--- config.mk ---
export PLATFORM = sky130hd
export DESIGN_NAME = position_ordered_slot_table
export DESIGN_NICKNAME = d
export VERILOG_FILES = /design/src/hdl/pst_pkg.sv /design/src/hdl/position_ordered_slot_table.sv
export SDC_FILE = /design/constraint.sdc
export NUM_CORES = 2
export LEC_CHECK = 0
export ABC_AREA = 1
export BUFFER_PORTS_ARGS = -buffer_cell sky130_fd_sc_hd__buf_2
export CAP_MARGIN = 20
export CORE_MARGIN = 1
export CORE_UTILIZATION = 35
export DETAILED_ROUTE_END_ITERATION = 16
export HOLD_SLACK_MARGIN = 0.05
export PLACE_DENSITY = 0.51
export SLEW_MARGIN = 20
export SYNTH_ARGS = -nofsm -noshare
export SYNTH_HDL_FRONTEND = slang
export SYNTH_SLANG_ARGS = --single-unit
--- constraint.sdc ---
create_clock -name clock -period 11.9 [get_ports clock]
set_input_delay 1.19 -clock clock [delete_from_list [all_inputs] [get_ports clock]]
set_output_delay 1.19 -clock clock [all_outputs]
set_load 0.02 [all_outputs]
--- src/hdl/pst_pkg.sv ---
// Package for the position ordered slot table: command codes and stream layout.
// Depends on nothing; used by the top level and its checker.
`timescale 1ns / 1ps

package pst_pkg;

   typedef enum logic [1:0] {
      CMD_QUERY  = 2'd0,
      CMD_INSERT = 2'd1,
      CMD_REMOVE = 2'd2
   } cmd_type;

   localparam int CMD_BITS      = 2;
   localparam int POS_BITS      = 6;
   localparam int WORD_BITS     = 32;

   localparam int REQ_CMD_LSB   = 0;
   localparam int REQ_POS_LSB   = REQ_CMD_LSB + CMD_BITS;
   localparam int REQ_DATA_LSB  = REQ_POS_LSB + POS_BITS;
   localparam int REQ_BITS      = REQ_DATA_LSB + WORD_BITS;

   localparam int RSP_VALID_LSB = 0;
   localparam int RSP_SDATA_LSB = RSP_VALID_LSB + 1;
   localparam int RSP_EMPTY_LSB = RSP_SDATA_LSB + WORD_BITS;
   localparam int RSP_HPOS_LSB  = RSP_EMPTY_LSB + 1;
   localparam int RSP_HDATA_LSB = RSP_HPOS_LSB + POS_BITS;
   localparam int RSP_BITS      = RSP_HDATA_LSB + WORD_BITS;

endpackage

--- src/hdl/position_ordered_slot_table.sv ---
// Position ordered slot table: valid bitmap, slot memory and find-first-set head.
// Depends on pst_pkg.
`timescale 1ns / 1ps

// One request per cycle is accepted unless the response side stalls. The
// valid bitmap and its find-first-set are updated as a request leaves the
// request register, the slot memory is read at the addressed slot and at the
// head in that same cycle into the read register, and the read data is merged
// into the response register as it advances. The table is empty the cycle
// after reset; no clearing pass is needed since free slots read as 0.
module position_ordered_slot_table
   import pst_pkg::*;
#(
   parameter int SLOTS     = 64,
   parameter int DATA_BITS = 32
) (
   input  logic                clock,
   input  logic                reset,
   input  logic                req_tvalid,
   output logic                req_tready,
   // command[1:0], position[7:2], data_in[39:8]
   input  logic [REQ_BITS-1:0] req_tdata,
   output logic                rsp_tvalid,
   input  logic                rsp_tready,
   // slot_valid[0], slot_data[32:1], table_empty[33], head_position[39:34],
   // head_data[71:40]
   output logic [RSP_BITS-1:0] rsp_tdata
);

   localparam int IDX_BITS = $clog2(SLOTS);
   localparam int PWIDE    = (IDX_BITS > POS_BITS) ? IDX_BITS : POS_BITS;
   localparam int DWIDE    = (DATA_BITS > WORD_BITS) ? DATA_BITS : WORD_BITS;

   logic                 a_valid_ff, b_valid_ff, rsp_valid_ff;
   logic                 a_en, b_en, out_en, a_go;
   logic [CMD_BITS-1:0]  a_cmd_ff;
   logic [POS_BITS-1:0]  a_pos_ff;
   logic [DATA_BITS-1:0] a_din_ff;
   logic [DWIDE-1:0]     din_wide;

   logic [SLOTS-1:0]     valid_ff, valid_in;
   logic [DATA_BITS-1:0] mem [SLOTS];

   cmd_type              a_cmd;
   logic [PWIDE-1:0]     pos_wide;
   logic [IDX_BITS-1:0]  slot_idx, head_idx;
   logic                 in_range, do_insert, do_remove, slot_valid, empty;

   logic                 b_slot_valid_ff, b_empty_ff, b_slot_hit_ff, b_head_hit_ff;
   logic [IDX_BITS-1:0]  b_head_ff;
   logic [DATA_BITS-1:0] b_din_ff, slot_rd_ff, head_rd_ff;
   logic [DATA_BITS-1:0] slot_data, head_data;
   logic [DWIDE-1:0]     slot_data_wide, head_data_wide;
   logic [PWIDE-1:0]     head_wide;
   logic [RSP_BITS-1:0]  rsp_data_ff, rsp_data_in;

   assign out_en     = !rsp_valid_ff || rsp_tready;
   assign b_en       = !b_valid_ff || out_en;
   assign a_en       = !a_valid_ff || b_en;
   assign a_go       = a_valid_ff && b_en;
   assign req_tready = a_en;
   assign rsp_tvalid = rsp_valid_ff;
   assign rsp_tdata  = rsp_data_ff;

   assign din_wide = DWIDE'(req_tdata[REQ_DATA_LSB +: WORD_BITS]);

   // decode and bitmap update
   always_comb begin
      a_cmd     = cmd_type'(a_cmd_ff);
      pos_wide  = PWIDE'(a_pos_ff);
      slot_idx  = pos_wide[IDX_BITS-1:0];
      in_range  = 32'(a_pos_ff) < 32'(SLOTS);
      do_insert = in_range && (a_cmd == CMD_INSERT);
      do_remove = in_range && (a_cmd == CMD_REMOVE);
      valid_in  = valid_ff;
      if (a_go && do_insert) begin
         valid_in[slot_idx] = 1'b1;
      end else if (a_go && do_remove) begin
         valid_in[slot_idx] = 1'b0;
      end
      slot_valid = in_range && valid_in[slot_idx];
      empty      = (valid_in == '0);
   end

   // find first set
   always_comb begin
      head_idx = '0;
      for (int i = SLOTS - 1; i >= 0; i--) begin
         if (valid_in[i]) begin
            head_idx = IDX_BITS'(i);
         end
      end
   end

   always_ff @(posedge clock) begin
      if (a_go && do_insert) begin
         mem[slot_idx] <= a_din_ff;
      end
   end

   always_ff @(posedge clock) begin
      if (b_en) begin
         slot_rd_ff <= mem[slot_idx];
         head_rd_ff <= mem[head_idx];
      end
   end

   // merge bypass and read data
   always_comb begin
      slot_data      = !b_slot_valid_ff ? '0 : (b_slot_hit_ff ? b_din_ff : slot_rd_ff);
      head_data      = b_empty_ff ? '0 : (b_head_hit_ff ? b_din_ff : head_rd_ff);
      slot_data_wide = DWIDE'(slot_data);
      head_data_wide = DWIDE'(head_data);
      head_wide      = PWIDE'(b_head_ff);
      rsp_data_in    = {head_data_wide[WORD_BITS-1:0], head_wide[POS_BITS-1:0], b_empty_ff,
                        slot_data_wide[WORD_BITS-1:0], b_slot_valid_ff};
   end

   always_ff @(posedge clock) begin
      if (reset) begin
         a_valid_ff   <= 1'b0;
         b_valid_ff   <= 1'b0;
         rsp_valid_ff <= 1'b0;
         valid_ff     <= '0;
      end else begin
         valid_ff <= valid_in;
         if (a_en) begin
            a_valid_ff <= req_tvalid;
         end
         if (b_en) begin
            b_valid_ff <= a_valid_ff;
         end
         if (out_en) begin
            rsp_valid_ff <= b_valid_ff;
         end
      end
   end

   always_ff @(posedge clock) begin
      if (a_en) begin
         a_cmd_ff <= req_tdata[REQ_CMD_LSB +: CMD_BITS];
         a_pos_ff <= req_tdata[REQ_POS_LSB +: POS_BITS];
         a_din_ff <= din_wide[DATA_BITS-1:0];
      end
      if (b_en) begin
         b_slot_valid_ff <= slot_valid;
         b_empty_ff      <= empty;
         b_head_ff       <= head_idx;
         b_slot_hit_ff   <= do_insert;
         b_head_hit_ff   <= do_insert && (head_idx == slot_idx);
         b_din_ff        <= a_din_ff;
      end
      if (out_en) begin
         rsp_data_ff <= rsp_data_in;
      end
   end

endmodule

## Word-level counts from Yosys, hierarchy flattened

Memories as Yosys holds them, arrays and structs flattened. A register that Yosys moved wholly into a read port is not among the register bits.
Cells that the tools add are included.

- Flip-flop bits (word level): 221
- Bits of input ports: 44
- RAM bits: 2,048
- Logic and storage cells: 111
- Memories: 1

Memories:

| name | words | bits a word | rd ports | clocked after Yosys merged registers in | wr ports | line | RTL |
|---|---|---|---|---|---|---|---|
| mem | 64 | 32 | 2 | 2 | 1 | position_ordered_slot_table.sv:42 | `logic [DATA_BITS-1:0] mem [SLOTS];` |

- Magnitude comparators: 2
- Eq/ne operators: 3
- Bitwise operators: 3
- Reduce and logical (&&, ||, !) cells: 12
- Multiplexer cells: 74

Operator list:

| kind | number |
|---|---|
| $mux W6 | 64 |
| $mux W64 | 2 |
| $and A64 B64 Y64 | 1 |
| $logic_not A64 Y1 | 1 |
| $mux W32 | 2 |
| $not A64 Y64 | 1 |
| $or A64 B64 Y64 | 1 |
| $lt A6 B7 Y1 const B | 1 |
| $bmux W1 S6 | 1 |
| $demux W1 S6 | 1 |
| $eq A6 B6 Y1 | 1 |
| $ge A6 B1 Y1 const B | 1 |
| $logic_and A1 B1 Y1 | 5 |
| $mux W1 | 4 |
| $logic_not A1 Y1 | 3 |
| $logic_or A1 B1 Y1 | 3 |
| $eq A2 B1 Y1 const B | 1 |
| $eq A2 B2 Y1 const B | 1 |

## Logic depth before layout (Yosys ltp)

- Depth after elaboration: 74
- Depth in mapped cells: 81
- Gate-level depth less buffers: 79

## Worst setup path before layout

Ideal clock, no wire load.

- Kind: input-to-reg
- Start: input rsp_tready
- End: register head_rd_ff[0], read port of mem, data pin
- Setup slack: 1.641 ns
- Stages: 76
- Arrival: 10.004 ns
- Required time: 11.646 ns
- Path through: inv_1 nand3_1 nand3_1 nor2_1 nor2_1 nand2_1 nand2_1 nand2_1 nand2_1 nand2_1 nand2_1 nand2_1 nand2_1 nand2_1 nand2_1 nand2_1 nand2_1 nand2_1 (+40 left out) nand2_1 nand2_1 nand2_1 nand2_1 nand2_1 nand2_1 nand2_1 nand2_2 buf_4 buf_4 buf_2 nand3_1 nand3_1 nand3_1 nand3_1 nand3_1 nand3_1 nand2_1

- Cells in the longest elaborated chain, start to end: 70
- Elaborated cells between the ends (all ways): 71
- Those cells by class: mux: 66; reduce/logical: 5

Ends and longest elaborated chain:

| item | line | RTL |
|---|---|---|
| from (decl) | position_ordered_slot_table.sv:24 | `input logic rsp_tready,` |
| $logic_or A1 B1 Y1 * | position_ordered_slot_table.sv:57 | `assign out_en = !rsp_valid_ff \|\| rsp_tready;` |
| $logic_or A1 B1 Y1 * | position_ordered_slot_table.sv:58 | `assign b_en = !b_valid_ff \|\| out_en;` |
| $logic_and A1 B1 Y1 | position_ordered_slot_table.sv:60 | `assign a_go = a_valid_ff && b_en;` |
| $logic_and A1 B1 Y1 | position_ordered_slot_table.sv:78 | `end else if (a_go && do_remove) begin` |
| $mux W64 | position_ordered_slot_table.sv:78 |  |
| $mux W64 | position_ordered_slot_table.sv:76 | `if (a_go && do_insert) begin` |
| $mux W6 (64 in a row) | position_ordered_slot_table.sv:89 | `if (valid_in[i]) begin` |
| to (decl) | position_ordered_slot_table.sv:51 | `logic [DATA_BITS-1:0] b_din_ff, slot_rd_ff, head_rd_ff;` |

Mark *: on every way between the ends. The rest lies on a longest branch, timed or not.
A chain may end at the register's enable or synchronous reset.

## Final worst setup path

- Start: register a_pos_ff[1]
- End: register head_rd_ff[10], read port of mem, data pin

- Cells in the longest elaborated chain, start to end: 72
- Elaborated cells between the ends (all ways): 74
- Those cells by class: order compare: 2; mux: 68; bitwise: 3; reduce/logical: 1

Ends and longest elaborated chain:

| item | line | RTL |
|---|---|---|
| from (decl) | position_ordered_slot_table.sv:37 | `logic [POS_BITS-1:0] a_pos_ff;` |
| from (signal assigned) | position_ordered_slot_table.sv:142 | `a_pos_ff <= req_tdata[REQ_POS_LSB +: POS_BITS];` |
| $lt A6 B7 Y1 (not written as such) / $ge A6 B1 Y1 (equally long branches) | position_ordered_slot_table.sv:77, position_ordered_slot_table.sv:79 |  |
| $logic_and A1 B1 Y1 (not written as such) | position_ordered_slot_table.sv:77, position_ordered_slot_table.sv:79 |  |
| $mux W1 (not written as such) | position_ordered_slot_table.sv:77, position_ordered_slot_table.sv:79 |  |
| $demux W1 S6 * | position_ordered_slot_table.sv:77, position_ordered_slot_table.sv:79 |  |
| $not A64 Y64 (no line) | -- |  |
| $and A64 B64 Y64 (no line) | -- |  |
| $mux W64 | position_ordered_slot_table.sv:78 |  |
| $mux W64 * | position_ordered_slot_table.sv:76 |  |
| $mux W6 (63 in a row) | position_ordered_slot_table.sv:89 |  |
| $mux W6 * | position_ordered_slot_table.sv:89 |  |

Marked as above.

==> flow_metrics.py <==
metrics = {
    "floorplan": {
        "row_count": 207,
        "dieArea_um2": 321000,
        "io_pins": 118,
        "core_area_um2": 318000,
        "fp.dieW_um": 567,
        "start_util_pct": 35.2,
        "die_h_um": 567,
    },
    "sta": {
        "hold_viol": 0,
        "whs_ns": 0.429,
        "setup_viol": 0,
        "fin_tns_setup_ns": 0,
        "worst_slew_pin_slew_ns": 1.77,
        "rsz0062_at_grt": "false",
        "slew_headroom_pct": -18.3,
        "fin_skew_ns": 0.0674,
        "finalMaxSlewViolations": 13,
        "finalCriticalPeriod_ns": 9.57,
        "fmax_mhz": 104,
        "finalWorstSetupSlack_ns": 2.33,
        "fin_crit_sh_pct": 80.4,
    },
    "min_path": {
        "min_delay_path_depth": 0,
        "holdPathEnd": "rsp_tdata[34]",
        "hold_start": "b_head_ff[0]",
        "hold_class": "register to register",
    },
    "critical_path": {
        "critPathKind": "register to register",
        "rrSetupSlack_ns": 2.33,
        "crit_path_frequent_cell": "nand2_1",
        "rr_worst_depth": 73,
        "reg2reg_to": "head_rd_ff[10]",
        "start_kind": "register",
        "r2r_start": "a_pos_ff[1]",
        "max_stage_delay_ns": 0.99,
        "crit_fanout": 98,
        "arrival_ns": 10.20,
        "slowest_stage": "inv_8",
        "crit_required_ns": 12.53,
        "path_buf_inv": 6,
        "critPathTopFamily": "simple AND/OR/NAND/NOR gates",
        "critical_path.endpoint_type": "register",
    },
    "cts": {
        "cts_tree": "built",
        "clkLatencyLatePin_ns": 0.90,
        "cts_max_level": 5,
        "postCtsResizedCells": 0,
        "clkTransAtPathRegs_ns": 0.06,
        "cts_root_buf": "clkbuf_16",
        "postCtsSetupBuffers": 0,
        "hold_buffers": 0,
        "numCtsBuffers": 278,
        "cts_max_path_buffers": 4,
        "cts.sinks": 2333,
    },
    "power": {
        "p_per_area_nw_per_um2": 153,
        "power_switching_mw": 4.98,
        "p_seq_share_pct": 47.4,
        "clockPowerShare_pct": 43.3,
        "internal_power_mw": 14.4,
        "netSwitchingFraction_pct": 25.7,
        "pwr-share-comb_pct": 9.3,
        "p_leak_nw": 48.2,
        "ir_drop_mv": 0.105,
    },
    "synth": {
        "syn_area_um2": 112000,
        "ys_ff_latch": 2333,
        "yosysTopAreaCell": "edfxtp_1",
        "synth_cell_type_count": 46,
        "synth_top_cell_area_share_pct": 60.9,
        "syn-num-nets": 11300,
        "syn_avg_cell_area_um2": 9.94,
        "synth-seq-area-share_pct": 62.1,
        "synthMuxAreaShare_pct": 0,
        "synthTopCellsByCount": "nand3_1 (2602), edfxtp_1 (2266), nand2_1 (1933), inv_1 (1475), o22ai_1 (474)",
        "synth_top_family_by_area": "simple AND/OR/NAND/NOR gates",
        "synthCells": 11200,
        "yosysMostFrequentCell": "nand3_1",
        "synthSimpleGateAreaFrac_pct": 21.1,
        "synth_compound_area_share_pct": 8.57,
        "ys_async_sr_fraction_pct": 0,
        "synth-edff-count": 2266,
        "synth_fa_ha_area_share_pct": 0,
        "yosys_warnings": 0,
        "synthFlopType": "edfxtp_1",
        "synthTopCellsByArea": "edfxtp_1 (61%), nand3_1 (12%), nand2_1 (6.5%)",
        "synthXorXnorAreaFrac_pct": 0.00784,
    },
    "global_routing": {
        "grt_use_total_pct": 31.7,
        "grt_overflow": 0,
        "grt_pass1_wl_um": 721000,
        "first_global_vias": 90700,
        "antenna_found_initial": 50,
        "grt_max_degree": 193,
    },
    "outcome": {
        "outcome": "finished with violations",
        "violations": "max-capacitance violations, max-slew violations",
    },
    "final_layout": {
        "syn_to_final_growth_pct": 12.9,
        "fin_cells": 15500,
        "num-fill-cells": 30600,
        "drive_above_1_share_pct": 7.98,
        "final_nets": 11100,
        "final_area_um2": 126000,
    },
    "placed_design": {
        "placed_area_um2": 117000,
        "gp_congestion": 0.900,
        "dpl_worst_slack_ns": 2.30,
        "hpwlAfterDp_um": 282000,
        "dp_cells": 15000,
        "port_buffers": 117,
    },
    "detailed_routing": {
        "via_per_inst": 6.23,
        "drt-wirelength-per-cell_um": 34.0,
        "postRouteAntennaNets": 0,
        "dr.pass1.iters": 8,
        "drtIter0Drc": 16500,
        "vias": 96400,
        "routed_wl_um": 527000,
        "drc": 0,
    },
    "job": {
        "max-cap-violations": 1,
    },
}
## power by group through the flow
stage          Clock (mW)  Combinational [mW]  Sequential [mW]
6_report             8.39                1.81             9.17
2_1_floorplan           0               0.913             9.38
3_5_place_dp            0                1.73             9.34
4_1_cts              8.43                1.73             9.17
3_3_place_gp            0                1.72             9.34
5_1_grt              8.73                1.86             9.17
## per-layer routing
metal  routed length (um)  track usage [%]  vias up
met5                  187            0.669        -
met4                40200             20.9       30
met3                70000             8.32     1902
met2               224000             47.4     7892
met1               193000             40.6    47100
li1                     -                -    39500
## cell families after synthesis
| group | Yosys count |
|---|---|
| flip-flops | 2333 |
| buffers and inverters | 2347 |
| AO/OA/AOI/OAI | 1402 |
| XOR/XNOR | 1 |
| AND/OR/NAND/NOR | 5155 |
## final cells by class
| cell class | count | area, um2 | share of cell area (%) |
|---|---|---|---|
| Sequential cell | 2333 | 69400 | 55.0 |
| Multi-Input combinational cell | 6558 | 33900 | 26.8 |
| Clock buffer | 355 | 7480 | 5.93 |
| Inverter | 1501 | 5720 | 4.53 |
| Tap cell | 4180 | 5230 | 4.15 |
| Timing Repair Buffer | 397 | 3240 | 2.57 |
| Clock inverter | 133 | 1180 | 0.933 |
| Antenna cell | 32 | 80.1 | 0.0635 |
## cells in the final DEF, fill, tap and decap left out, drive strengths merged, types with 19 or more instances in the layout
master and instances:
o221ai 26, nand2 1935, o22ai 474, diode 32
a21oi 86, o41ai 112, nand3 2602, a221oi 136
a22oi 138, nor2 321, clkbuf 355, clkinv 102
o21ai 266, a22o 68, edfxtp 2266, dfxtp 67
o2111ai 43, nand3b 167, nand4 104, inv 1509
buf 397, bufinv 19
## through the flow
step	utilization, %	power [mW]
finish	39.7	19.4
global route	39.7	19.8
CTS	39.7	19.3
detailed placement	36.9	11.1
global placement	36.9	11.1
floorplan	-	10.3
## worst register-to-register path: cells and delay by family (launching register included)
| kind | cells | cell delay (ns) |
|---|---|---|
| and+or+nand+nor | 65 | 5.65 |
| DFF | 1 | 0.68 |
| buffers and inverters | 6 | 2.78 |
| AOI/OAI and AO/OA | 2 | 0.24 |
## sequential cells by signal (all words and copies together), names as in the netlist, 2 cells and up
signal and count:
slot_rd_ff 32, a_din_ff 32, b_din_ff 32, b_head_ff 6
valid_ff 64, head_rd_ff 32, mem 2048, a_cmd 2
a_pos_ff 6, rsp_tdata 72
## worst max path at each step
| stage | from | end | slack, ns | depth (start not counted) |
|---|---|---|---|---|
| 2_1_floorplan | rsp_tready | head_rd_ff[0] | 1.64 | 76 |
| 3_5_place_dp | rsp_tready | head_rd_ff[10] | 2.30 | 79 |
| 3_3_place_gp | rsp_tready | head_rd_ff[12] | 1.91 | 79 |
| 6_report | a_pos_ff[1] | head_rd_ff[10] | 2.33 | 73 |
| 5_1_grt | a_pos_ff[0] | head_rd_ff[10] | 1.71 | 74 |
| 4_1_cts | a_pos_ff[0] | head_rd_ff[10] | 2.67 | 74 |
Power figures use the tool's default switching activity.
